`src/rtl/nls_pkg.sv`:
```
// nls_pkg: shared types and constants of the nearest light selector.
// Used by nls_dist, nls_ram users and nearest_light_selector; no dependencies.

package nls_pkg;

    localparam int MAX_KEEP  = 32;
    localparam int KEEP_AW   = (MAX_KEEP > 1) ? $clog2(MAX_KEEP) : 1;
    localparam int CNT_W     = $clog2(MAX_KEEP + 1);

    localparam int IDX_W     = 10;
    localparam int RANK_W    = 5;
    localparam int COORD_W   = 24;
    localparam int MAG_W     = COORD_W;
    localparam int PROD_W    = 2 * MAG_W;
    localparam int KEY_W     = PROD_W + 2;
    localparam int CFG_W     = 24;
    localparam int ML_W      = 6;
    localparam int CFG_IDX_W = 3;
    localparam int CMP_W     = (CNT_W > ML_W) ? CNT_W : ML_W;

    typedef enum logic [CFG_IDX_W-1:0] {
        CFG_QUERY_X      = 3'd0,
        CFG_QUERY_Y      = 3'd1,
        CFG_QUERY_Z      = 3'd2,
        CFG_MAX_DISTANCE = 3'd3,
        CFG_MAX_LIGHTS   = 3'd4
    } cfg_reg_e;

    typedef enum logic [2:0] {
        S_IDLE,
        S_LOAD,
        S_DIST,
        S_BEGIN,
        S_CMP,
        S_WR0,
        S_EMIT_RD,
        S_EMIT_LD
    } state_e;

    typedef struct packed {
        logic [IDX_W-1:0]          light_index;
        logic                      is_directional;
        logic signed [COORD_W-1:0] pos_x;
        logic signed [COORD_W-1:0] pos_y;
        logic signed [COORD_W-1:0] pos_z;
        logic                      last_light;
    } light_in_t;

    typedef struct packed {
        logic [IDX_W-1:0]  selected_index;
        logic [RANK_W-1:0] rank;
        logic              none_selected;
        logic              last_out;
    } light_out_t;

    typedef struct packed {
        logic [KEY_W-1:0] key;
        logic [IDX_W-1:0] idx;
    } entry_t;

    localparam int ENTRY_W = $bits(entry_t);

    typedef struct packed {
        logic             done;
        logic             keep;
        logic [KEY_W-1:0] key;
    } dist_res_t;

endpackage

```
`src/rtl/nls_ram.sv`:
```
// nls_ram: generic single-write, single-read synchronous RAM, registered read.
// No dependencies.

module nls_ram #(
    parameter int WIDTH = 8,
    parameter int DEPTH = 32
) (
    input  logic                                   clk,
    input  logic                                   we,
    input  logic [((DEPTH > 1) ? $clog2(DEPTH) : 1)-1:0] waddr,
    input  logic [WIDTH-1:0]                       wdata,
    input  logic                                   re,
    input  logic [((DEPTH > 1) ? $clog2(DEPTH) : 1)-1:0] raddr,
    output logic [WIDTH-1:0]                       rdata
);

    logic [WIDTH-1:0] mem [DEPTH];

    always_ff @(posedge clk)
    begin
        if (we)
        begin
            mem[waddr] <= wdata;
        end
        if (re)
        begin
            rdata <= mem[raddr];
        end
    end

endmodule

```
`src/rtl/nls_dist.sv`:
```
// nls_dist: squared distance and inclusion test over one shared 24x24 multiplier.
// Depends on nls_pkg.

module nls_dist (
    input  logic                              clk,
    input  logic                              rst_n,
    input  logic                              start,
    input  logic signed [nls_pkg::COORD_W-1:0] pos_x,
    input  logic signed [nls_pkg::COORD_W-1:0] pos_y,
    input  logic signed [nls_pkg::COORD_W-1:0] pos_z,
    input  logic signed [nls_pkg::COORD_W-1:0] query_x,
    input  logic signed [nls_pkg::COORD_W-1:0] query_y,
    input  logic signed [nls_pkg::COORD_W-1:0] query_z,
    input  logic [nls_pkg::CFG_W-1:0]          max_distance,
    output nls_pkg::dist_res_t                 res
);

    localparam int DW = nls_pkg::COORD_W + 1;

    logic                        run_reg, run_next;
    logic [2:0]                  step_reg, step_next;
    logic [nls_pkg::PROD_W-1:0]  prod_reg;
    logic [nls_pkg::KEY_W-1:0]   acc_reg, acc_next;
    logic signed [nls_pkg::COORD_W-1:0] pa, qa;
    logic signed [DW-1:0]        diff;
    logic [DW-1:0]               diff_abs;
    logic [nls_pkg::MAG_W-1:0]   oper;

    always_comb
    begin
        unique case (step_reg)
            3'd0:    begin pa = pos_x; qa = query_x; end
            3'd1:    begin pa = pos_y; qa = query_y; end
            default: begin pa = pos_z; qa = query_z; end
        endcase
        diff     = DW'(pa) - DW'(qa);
        diff_abs = diff[DW-1] ? DW'(-diff) : DW'(diff);
        oper     = (step_reg == 3'd3) ? max_distance : diff_abs[nls_pkg::MAG_W-1:0];
    end

    always_comb
    begin
        run_next  = run_reg;
        step_next = step_reg;
        acc_next  = acc_reg;
        if (start)
        begin
            run_next  = 1'b1;
            step_next = 3'd0;
            acc_next  = '0;
        end
        else if (run_reg)
        begin
            step_next = step_reg + 3'd1;
            if (step_reg == 3'd4)
            begin
                run_next = 1'b0;
            end
            if (step_reg != 3'd0 && step_reg != 3'd4)
            begin
                acc_next = acc_reg + nls_pkg::KEY_W'(prod_reg);
            end
        end
    end

    always_ff @(posedge clk or negedge rst_n)
    begin
        if (!rst_n)
        begin
            run_reg  <= 1'b0;
            step_reg <= 3'd0;
        end
        else
        begin
            run_reg  <= run_next;
            step_reg <= step_next;
        end
    end

    always_ff @(posedge clk)
    begin
        acc_reg  <= acc_next;
        prod_reg <= oper * oper;
    end

    // after step 3 prod_reg holds max_distance squared
    assign res.done = run_reg && (step_reg == 3'd4);
    assign res.key  = acc_reg;
    assign res.keep = (acc_reg <= nls_pkg::KEY_W'(prod_reg));

endmodule

```
`src/rtl/nearest_light_selector.sv`:
```
// nearest_light_selector: keeps the nearest lights of a run in a sorted RAM.
// Depends on nls_pkg, nls_ram and nls_dist.
//
//  channel | signals                                   | direction
//  in      | in_valid, in_ready, in_item               | light item in
//  out     | out_valid, out_ready, out_item            | selected light out
//  cfg     | cfg_valid, cfg_ready, cfg_index, cfg_data | register write in
//
// Per item: accept and load, then the distance unit on a positional light; a kept
// light then takes a begin step, a walk over kept entries (up to kept count) and a
// head write when it lands at the head; the walk shares the single RAM port pair.
// Last item: each result takes a RAM read and an output load; empty run: a load only.
// Reset empties the store; RAM contents need no clearing.
// A stalled output pauses emission; input is taken again once the last result loads.

module nearest_light_selector (
    input  logic                              clk,
    input  logic                              rst_n,
    input  logic                              in_valid,
    output logic                              in_ready,
    input  nls_pkg::light_in_t                in_item,
    output logic                              out_valid,
    input  logic                              out_ready,
    output nls_pkg::light_out_t               out_item,
    input  logic                              cfg_valid,
    output logic                              cfg_ready,
    input  logic [nls_pkg::CFG_IDX_W-1:0]     cfg_index,
    input  logic [nls_pkg::CFG_W-1:0]         cfg_data
);

    localparam int AW  = nls_pkg::KEEP_AW;
    localparam int CW  = nls_pkg::CNT_W;

    nls_pkg::state_e    state_reg, state_next;
    nls_pkg::light_in_t item_reg;

    logic signed [nls_pkg::COORD_W-1:0] qx_reg, qy_reg, qz_reg;
    logic [nls_pkg::CFG_W-1:0]          maxd_reg;
    logic [nls_pkg::ML_W-1:0]           ml_reg;

    logic [nls_pkg::KEY_W-1:0] key_reg, key_next;
    logic [CW-1:0]             kept_reg, kept_next;
    logic [AW-1:0]             ptr_reg, ptr_next;
    logic [CW-1:0]             k_reg, k_next;

    logic                      out_valid_reg, out_valid_next;
    nls_pkg::light_out_t       out_item_reg, out_item_next;
    logic                      out_load;
    logic                      out_free;

    logic                      ram_we, ram_re;
    logic [AW-1:0]             ram_waddr, ram_raddr;
    nls_pkg::entry_t           ram_wdata, ram_rdata, new_entry;

    logic                      dist_start;
    nls_pkg::dist_res_t        dist_res;

    logic [CW-1:0]             dst;
    logic                      gt;
    logic                      dst_ok;
    logic                      not_full;
    logic [nls_pkg::CMP_W-1:0] emit_n;
    logic                      emit_last;
    nls_pkg::state_e           fin_state;

    assign in_ready  = (state_reg == nls_pkg::S_IDLE);
    assign cfg_ready = 1'b1;
    assign out_valid = out_valid_reg;
    assign out_item  = out_item_reg;
    assign out_free  = !out_valid_reg || out_ready;

    always_ff @(posedge clk or negedge rst_n)
    begin
        if (!rst_n)
        begin
            qx_reg   <= '0;
            qy_reg   <= '0;
            qz_reg   <= '0;
            maxd_reg <= '0;
            ml_reg   <= '0;
        end
        else if (cfg_valid)
        begin
            unique case (cfg_index)
                nls_pkg::CFG_QUERY_X:      qx_reg   <= cfg_data;
                nls_pkg::CFG_QUERY_Y:      qy_reg   <= cfg_data;
                nls_pkg::CFG_QUERY_Z:      qz_reg   <= cfg_data;
                nls_pkg::CFG_MAX_DISTANCE: maxd_reg <= cfg_data;
                nls_pkg::CFG_MAX_LIGHTS:   ml_reg   <= cfg_data[nls_pkg::ML_W-1:0];
                default:                   ;
            endcase
        end
    end

    nls_dist u_dist (
        .clk          (clk),
        .rst_n        (rst_n),
        .start        (dist_start),
        .pos_x        (item_reg.pos_x),
        .pos_y        (item_reg.pos_y),
        .pos_z        (item_reg.pos_z),
        .query_x      (qx_reg),
        .query_y      (qy_reg),
        .query_z      (qz_reg),
        .max_distance (maxd_reg),
        .res          (dist_res)
    );

    nls_ram #(
        .WIDTH (nls_pkg::ENTRY_W),
        .DEPTH (nls_pkg::MAX_KEEP)
    ) u_store (
        .clk   (clk),
        .we    (ram_we),
        .waddr (ram_waddr),
        .wdata (ram_wdata),
        .re    (ram_re),
        .raddr (ram_raddr),
        .rdata (ram_rdata)
    );

    assign new_entry.key = key_reg;
    assign new_entry.idx = item_reg.light_index;

    assign dst      = CW'(ptr_reg) + CW'(1);
    assign gt       = ram_rdata.key > key_reg;
    assign dst_ok   = dst < CW'(nls_pkg::MAX_KEEP);
    assign not_full = kept_reg < CW'(nls_pkg::MAX_KEEP);

    assign emit_n = ((ml_reg != '0) && (nls_pkg::CMP_W'(ml_reg) < nls_pkg::CMP_W'(kept_reg)))
                    ? nls_pkg::CMP_W'(ml_reg) : nls_pkg::CMP_W'(kept_reg);
    assign emit_last = (nls_pkg::CMP_W'(k_reg) + nls_pkg::CMP_W'(1)) == emit_n;

    assign fin_state = item_reg.last_light ? nls_pkg::S_EMIT_RD : nls_pkg::S_IDLE;

    // next state
    always_comb
    begin
        state_next = state_reg;
        unique case (state_reg)
            nls_pkg::S_IDLE:
                if (in_valid)
                begin
                    state_next = nls_pkg::S_LOAD;
                end
            nls_pkg::S_LOAD:
                state_next = item_reg.is_directional ? nls_pkg::S_BEGIN : nls_pkg::S_DIST;
            nls_pkg::S_DIST:
                if (dist_res.done)
                begin
                    state_next = dist_res.keep ? nls_pkg::S_BEGIN : fin_state;
                end
            nls_pkg::S_BEGIN:
                state_next = (kept_reg == '0) ? fin_state : nls_pkg::S_CMP;
            nls_pkg::S_CMP:
                if (gt)
                begin
                    state_next = (ptr_reg == '0) ? nls_pkg::S_WR0 : nls_pkg::S_CMP;
                end
                else
                begin
                    state_next = fin_state;
                end
            nls_pkg::S_WR0:
                state_next = fin_state;
            nls_pkg::S_EMIT_RD:
                if (out_free)
                begin
                    state_next = (kept_reg == '0) ? nls_pkg::S_IDLE : nls_pkg::S_EMIT_LD;
                end
            nls_pkg::S_EMIT_LD:
                state_next = emit_last ? nls_pkg::S_IDLE : nls_pkg::S_EMIT_RD;
            default:
                state_next = nls_pkg::S_IDLE;
        endcase
    end

    // datapath and store control
    always_comb
    begin
        key_next      = key_reg;
        kept_next     = kept_reg;
        ptr_next      = ptr_reg;
        k_next        = '0;
        ram_we        = 1'b0;
        ram_waddr     = '0;
        ram_wdata     = new_entry;
        ram_re        = 1'b0;
        ram_raddr     = '0;
        dist_start    = 1'b0;
        out_load      = 1'b0;
        out_item_next = out_item_reg;
        unique case (state_reg)
            nls_pkg::S_IDLE:
                ;
            nls_pkg::S_LOAD:
            begin
                key_next   = '0;
                dist_start = !item_reg.is_directional;
            end
            nls_pkg::S_DIST:
                if (dist_res.done)
                begin
                    key_next = dist_res.key;
                end
            nls_pkg::S_BEGIN:
                if (kept_reg == '0)
                begin
                    ram_we    = 1'b1;
                    kept_next = kept_reg + CW'(1);
                end
                else
                begin
                    ram_re    = 1'b1;
                    ram_raddr = AW'(kept_reg - CW'(1));
                    ptr_next  = AW'(kept_reg - CW'(1));
                end
            nls_pkg::S_CMP:
                if (gt)
                begin
                    // shift the larger entry up one place; dropped past the end
                    ram_we    = dst_ok;
                    ram_waddr = dst[AW-1:0];
                    ram_wdata = ram_rdata;
                    if (ptr_reg != '0)
                    begin
                        ram_re    = 1'b1;
                        ram_raddr = ptr_reg - AW'(1);
                        ptr_next  = ptr_reg - AW'(1);
                    end
                end
                else
                begin
                    ram_we    = dst_ok;
                    ram_waddr = dst[AW-1:0];
                    if (not_full)
                    begin
                        kept_next = kept_reg + CW'(1);
                    end
                end
            nls_pkg::S_WR0:
            begin
                ram_we = 1'b1;
                if (not_full)
                begin
                    kept_next = kept_reg + CW'(1);
                end
            end
            nls_pkg::S_EMIT_RD:
            begin
                k_next = k_reg;
                if (out_free)
                begin
                    if (kept_reg == '0)
                    begin
                        out_load                     = 1'b1;
                        out_item_next.selected_index = '0;
                        out_item_next.rank           = '0;
                        out_item_next.none_selected  = 1'b1;
                        out_item_next.last_out       = 1'b1;
                    end
                    else
                    begin
                        ram_re    = 1'b1;
                        ram_raddr = k_reg[AW-1:0];
                    end
                end
            end
            nls_pkg::S_EMIT_LD:
            begin
                out_load                     = 1'b1;
                out_item_next.selected_index = ram_rdata.idx;
                out_item_next.rank           = nls_pkg::RANK_W'(k_reg);
                out_item_next.none_selected  = 1'b0;
                out_item_next.last_out       = emit_last;
                if (emit_last)
                begin
                    kept_next = '0;
                end
                else
                begin
                    k_next = k_reg + CW'(1);
                end
            end
            default:
                ;
        endcase
        if (out_load)
        begin
            out_valid_next = 1'b1;
        end
        else if (out_ready)
        begin
            out_valid_next = 1'b0;
        end
        else
        begin
            out_valid_next = out_valid_reg;
        end
    end

    always_ff @(posedge clk or negedge rst_n)
    begin
        if (!rst_n)
        begin
            state_reg     <= nls_pkg::S_IDLE;
            kept_reg      <= '0;
            ptr_reg       <= '0;
            k_reg         <= '0;
            out_valid_reg <= 1'b0;
        end
        else
        begin
            state_reg     <= state_next;
            kept_reg      <= kept_next;
            ptr_reg       <= ptr_next;
            k_reg         <= k_next;
            out_valid_reg <= out_valid_next;
        end
    end

    always_ff @(posedge clk)
    begin
        if (in_valid && in_ready)
        begin
            item_reg <= in_item;
        end
        key_reg      <= key_next;
        out_item_reg <= out_item_next;
    end

`ifndef NO_ASSERTIONS
    a_kept_bound: assert property (@(posedge clk) disable iff (!rst_n)
        kept_reg <= CW'(nls_pkg::MAX_KEEP))
        else $error("kept count above store capacity");

    a_ptr_in_store: assert property (@(posedge clk) disable iff (!rst_n)
        (state_reg == nls_pkg::S_CMP) |-> (CW'(ptr_reg) < kept_reg))
        else $error("insertion walk outside kept entries");

    a_dist_done: assert property (@(posedge clk) disable iff (!rst_n)
        dist_res.done |-> (state_reg == nls_pkg::S_DIST))
        else $error("distance result outside distance wait");

    a_out_source: assert property (@(posedge clk) disable iff (!rst_n)
        $rose(out_valid_reg) |-> ($past(state_reg) == nls_pkg::S_EMIT_LD
                                  || $past(state_reg) == nls_pkg::S_EMIT_RD))
        else $error("output item loaded outside emission");

    a_no_write_in_emit: assert property (@(posedge clk) disable iff (!rst_n)
        (state_reg == nls_pkg::S_EMIT_RD || state_reg == nls_pkg::S_EMIT_LD) |-> !ram_we)
        else $error("store written during emission");
`endif

endmodule
```
`config.mk`:
```
export PLATFORM = sky130hd
export DESIGN_NAME = nearest_light_selector
export DESIGN_NICKNAME = d
export VERILOG_FILES = /design/src/rtl/nls_pkg.sv /design/src/rtl/nls_ram.sv /design/src/rtl/nls_dist.sv /design/src/rtl/nearest_light_selector.sv
export SDC_FILE = /design/constraint.sdc
export NUM_CORES = 2
export LEC_CHECK = 0
export ABC_AREA = 1
export BUFFER_PORTS_ARGS = -buffer_cell sky130_fd_sc_hd__buf_2
export CORE_MARGIN = 4
export CORE_UTILIZATION = 41
export DETAILED_ROUTE_END_ITERATION = 12
export PLACE_DENSITY = 0.64
export SYNTH_ARGS = -nofsm -noshare
export SYNTH_HDL_FRONTEND = slang
export SYNTH_SLANG_ARGS = --single-unit
```
`constraint.sdc`:
```
create_clock -name clk -period 14.99 [get_ports clk]
set_input_delay 2.998 -clock clk [delete_from_list [all_inputs] [get_ports clk]]
set_output_delay 2.998 -clock clk [all_outputs]
set_load 0.02 [all_outputs]
```
==> flow_summary.html <==
<table>
<tr><th>Metric</th><th>Value</th></tr>
<tr><th colspan="2">Status</th></tr>
<tr><td>Result of the run</td><td>finished clean</td></tr>
<tr><th colspan="2">Global route</th></tr>
<tr><td>Global-route total usage across every layer</td><td>between 20% and 30%</td></tr>
<tr><td>GRT met1 Usage</td><td>32.38%</td></tr>
<tr><td>Most crowded layer after global routing</td><td>met2</td></tr>
<tr><td>Maximum number of pins on one net before global-route repair</td><td>around 210</td></tr>
<tr><td>Number of antenna violations at the first check in global routing</td><td>6</td></tr>
<tr><td>Number of global-route vias before repair</td><td>roughly 86000</td></tr>
<tr><td>First-pass GRT wire length</td><td>around 540000 microns</td></tr>
<tr><td>Global-route track usage on met2</td><td>between 30% and 40%</td></tr>
<tr><td>Met3 routing resource usage after global routing</td><td>approximately 3.3%</td></tr>
<tr><td>Grt total ovfl</td><td>0</td></tr>
<tr><th colspan="2">Timing</th></tr>
<tr><td>Time the final worst path needs with I/O delays and setup</td><td>11.11 ns</td></tr>
<tr><td>Skew final</td><td>around 0.11 ns</td></tr>
<tr><td>Final-report setup violation count</td><td>0</td></tr>
<tr><td>Least-Margin Pin Slew</td><td>1.322 ns</td></tr>
<tr><td>Timing-limited maximum frequency</td><td>between 0.08 and 0.09 GHz</td></tr>
<tr><td>RSZ-0062 raised after global routing</td><td>false</td></tr>
<tr><td>Hold Fails Final Rpt</td><td>0</td></tr>
<tr><td>Count of final max-slew check failures</td><td>0</td></tr>
<tr><td>Slew HR</td><td>between 10% and 20%</td></tr>
<tr><td>Sum of negative setup slack</td><td>0 ns</td></tr>
<tr><td>Final Cycle Share</td><td>between 70% and 80%</td></tr>
<tr><th colspan="2">Yosys</th></tr>
<tr><td>Async set or reset register ratio after synthesis</td><td>between 5 and 6%</td></tr>
<tr><td>Count of flip-flops with a built-in enable after synthesis</td><td>2131</td></tr>
<tr><td>Number of library cell types mapped by synthesis</td><td>61</td></tr>
<tr><td>Mapped cell area</td><td>~120000 sq um</td></tr>
<tr><td>Post-synthesis average cell area</td><td>~10 sq um</td></tr>
<tr><td>Predominant post-synthesis flop cell</td><td>sky130_fd_sc_hd__edfxtp_1</td></tr>
<tr><td>Post-synthesis sequential element count</td><td>about 2400</td></tr>
<tr><td>Seq/Total Area, Yosys</td><td>55.46%</td></tr>
<tr><td>Yosys top cell by area</td><td>sky130_fd_sc_hd__edfxtp_1</td></tr>
<tr><td>Instance count of the mapped netlist</td><td>12610</td></tr>
<tr><td>Fraction of post-synthesis cell area in the top cell type by area</td><td>51.35%</td></tr>
<tr><td>Leading cell types by count after synthesis</td><td>sky130_fd_sc_hd__nand2_1, sky130_fd_sc_hd__inv_1, sky130_fd_sc_hd__nand3_1</td></tr>
<tr><td>Warnings, synthesis</td><td>0</td></tr>
<tr><td>Most area-consuming cells after synthesis</td><td>sky130_fd_sc_hd__edfxtp_1, sky130_fd_sc_hd__nand3_1, sky130_fd_sc_hd__nand2_1, sky130_fd_sc_hd__fa_1, sky130_fd_sc_hd__inv_1</td></tr>
<tr><td>Count leader, synth</td><td>sky130_fd_sc_hd__nand2_1</td></tr>
<tr><td>Synthesized netlist net count</td><td>13510</td></tr>
<tr><th colspan="2">Drt</th></tr>
<tr><td>Mean routed wirelength per cell</td><td>21.66 microns</td></tr>
<tr><td>DRC violations left</td><td>0</td></tr>
<tr><td>Total Wirelength</td><td>approximately 360000 microns</td></tr>
<tr><td>Remaining antenna violation count after routing</td><td>0</td></tr>
<tr><td>Routed vias</td><td>around 90000</td></tr>
<tr><td>Iteration-0 DRC Markers</td><td>10560</td></tr>
<tr><td>Length of the first detailed-routing pass in iterations</td><td>8</td></tr>
<tr><td>Routed vias/inst</td><td>roughly 5.4</td></tr>
<tr><th colspan="2">Finish</th></tr>
<tr><td>Area overhead of the layout relative to synthesis</td><td>10.15%</td></tr>
<tr><td>Fraction of final layout cells sized beyond drive strength 1</td><td>~6.6%</td></tr>
<tr><td>Final nets</td><td>roughly 13000</td></tr>
<tr><td>Final core occ</td><td>a little under half</td></tr>
<tr><td>Flip-flop count of the largest register, all copies and words added</td><td>approximately 1900</td></tr>
<tr><th colspan="2">Floorplan</th></tr>
<tr><td>Floorplan core area</td><td>approximately 300000 sq um</td></tr>
<tr><td>Die footprint</td><td>between 300000 and 400000 sq um</td></tr>
<tr><td>Number of ports placed on the die boundary</td><td>~140</td></tr>
<tr><td>Die Width</td><td>between 500 and 600 microns</td></tr>
<tr><td>Die H</td><td>around 560 microns</td></tr>
<tr><td>Effective utilization at floorplan</td><td>41.16%</td></tr>
<tr><td>Floorplan row count</td><td>about 200</td></tr>
<tr><th colspan="2">Clock tree</th></tr>
<tr><td>Clock transition at the registers of the reported paths</td><td>0.07 ns</td></tr>
<tr><td>Total clock buffers created by CTS</td><td>roughly 250</td></tr>
<tr><td>Number of H-tree levels</td><td>4</td></tr>
<tr><td>Clock latency on the worst-skew pair</td><td>0.94 ns</td></tr>
<tr><td>Clock Tree Buf Depth</td><td>4</td></tr>
<tr><td>CTS Hold Buffers Added</td><td>0</td></tr>
<tr><td>Number of post-CTS setup repair buffers</td><td>0</td></tr>
<tr><td>Clock sinks</td><td>approximately 2400</td></tr>
<tr><td>CTS tree</td><td>yes</td></tr>
<tr><td>Clock root buffer</td><td>sky130_fd_sc_hd__clkbuf_16</td></tr>
<tr><td>Quantity of gates resized following cts</td><td>0</td></tr>
<tr><th colspan="2">Worst setup path</th></tr>
<tr><td>Peak per-stage delay on the critical path</td><td>roughly 0.56 ns</td></tr>
<tr><td>Arrival time reported for the critical path endpoint</td><td>11.91 ns</td></tr>
<tr><td>Critical-path top delay cell</td><td>sky130_fd_sc_hd__fa_1</td></tr>
<tr><td>Type of the worst setup path</td><td>register to register</td></tr>
<tr><td>Setup crit end kind</td><td>register</td></tr>
<tr><td>CP Data Required Time</td><td>about 16 ns</td></tr>
<tr><td>Startpoint Class</td><td>register</td></tr>
<tr><td>CP most frequent cell</td><td>sky130_fd_sc_hd__nand2_1</td></tr>
<tr><td>Worst-path maximum fanout</td><td>48</td></tr>
<tr><th colspan="2">Place</th></tr>
<tr><td>Placer Congestion</td><td>0.9051</td></tr>
<tr><td>Hpwl dp</td><td>slightly above 200000 microns</td></tr>
<tr><td>Count of port buffers added during placement</td><td>134</td></tr>
<tr><th colspan="2">Run</th></tr>
<tr><td>Max Cap Violations</td><td>0</td></tr>
<tr><th colspan="2">Worst hold path</th></tr>
<tr><td>Hold Crit Class</td><td>register to register</td></tr>
</table>
==> area by class of cell <==
class                      count  area, sq um
inverter                    2262         8526
multi-input combinational   7363        44730
clock inverter               147         1274
tap                         3978         4977
antenna                        1        2.502
sequential                  2355        69110
timing repair buffer         312         2135
clock buffer                 301         6509
fill                       28290       165500
==> placed cells by master (no fill, tap or decap), drive strengths merged, types with 253 or more instances in the layout <==
cell type and count:
nor2 578, edfxtp 2131, ha 357, clkbuf 301
nand3b 432, o21ai 321, inv 2262, nand3 2176
nand2 2479, buf 312, a21oi 253, fa 423
==> final timing paths <==
kind | startpoint | endpoint | slack [ns] | depth (start not counted)
setup / recovery | u_dist.step_reg[0] | u_dist.prod_reg[35] | 3.88 | 53
hold / removal | maxd_reg[7] | maxd_reg[7] | 0.48 | 2
setup reg to reg | u_dist.step_reg[0] | u_dist.prod_reg[35] | 3.88 | 53
hold reg to reg | maxd_reg[7] | maxd_reg[7] | 0.48 | 2
max in group asynchronous | rst_n | ptr_reg[1] | 11.34 | 2
min in group asynchronous | rst_n | qy_reg[19] | 2.11 | 1
==> cell families after synthesis <==
group	synth area share, %
simple gates	21.00
flops	55.46
other cells	0.003009
buf+inv	9.092
compound gates	3.329
fa+ha+maj	10.38
xor+xnor	0.7380
==> metal layers <==
layer | up-vias | part of all wire [%] | wire [microns]
met5 | - | 0 | 0
met1 | 43640 | 42 | 153600
met4 | 0 | 3.1 | 11180
li1 | 41240 | - | -
met2 | 4041 | 45 | 164000
met3 | 636 | 9.2 | 33400
==> metrics by stage <==
stage,area [sq um],worst slack [ns],hold slack [ns],std cells
2_1_floorplan,124600,5.611,0.4457,12610
3_3_place_gp,129500,3.876,0.4630,16270
3_5_place_dp,129500,3.845,0.4696,16270
4_1_cts,137300,3.756,0.4847,16720
5_1_grt,137300,2.947,0.4995,16720
6_report,137300,3.876,0.4817,16720
==> critical path, delay by kind of cell (launching register included) <==
kind	cells	cell delay (ns)
AO/OA/AOI/OAI	6	1.26
XOR/XNOR	2	0.29
adder cells (fa/ha/maj)	11	4.69
buffers and inverters	13	1.91
flip-flops	1	0.39
AND/OR/NAND/NOR	21	2.43
Power is not shown: default switching activity piles up to over one toggle a cycle in this logic, so the estimate is an artifact.
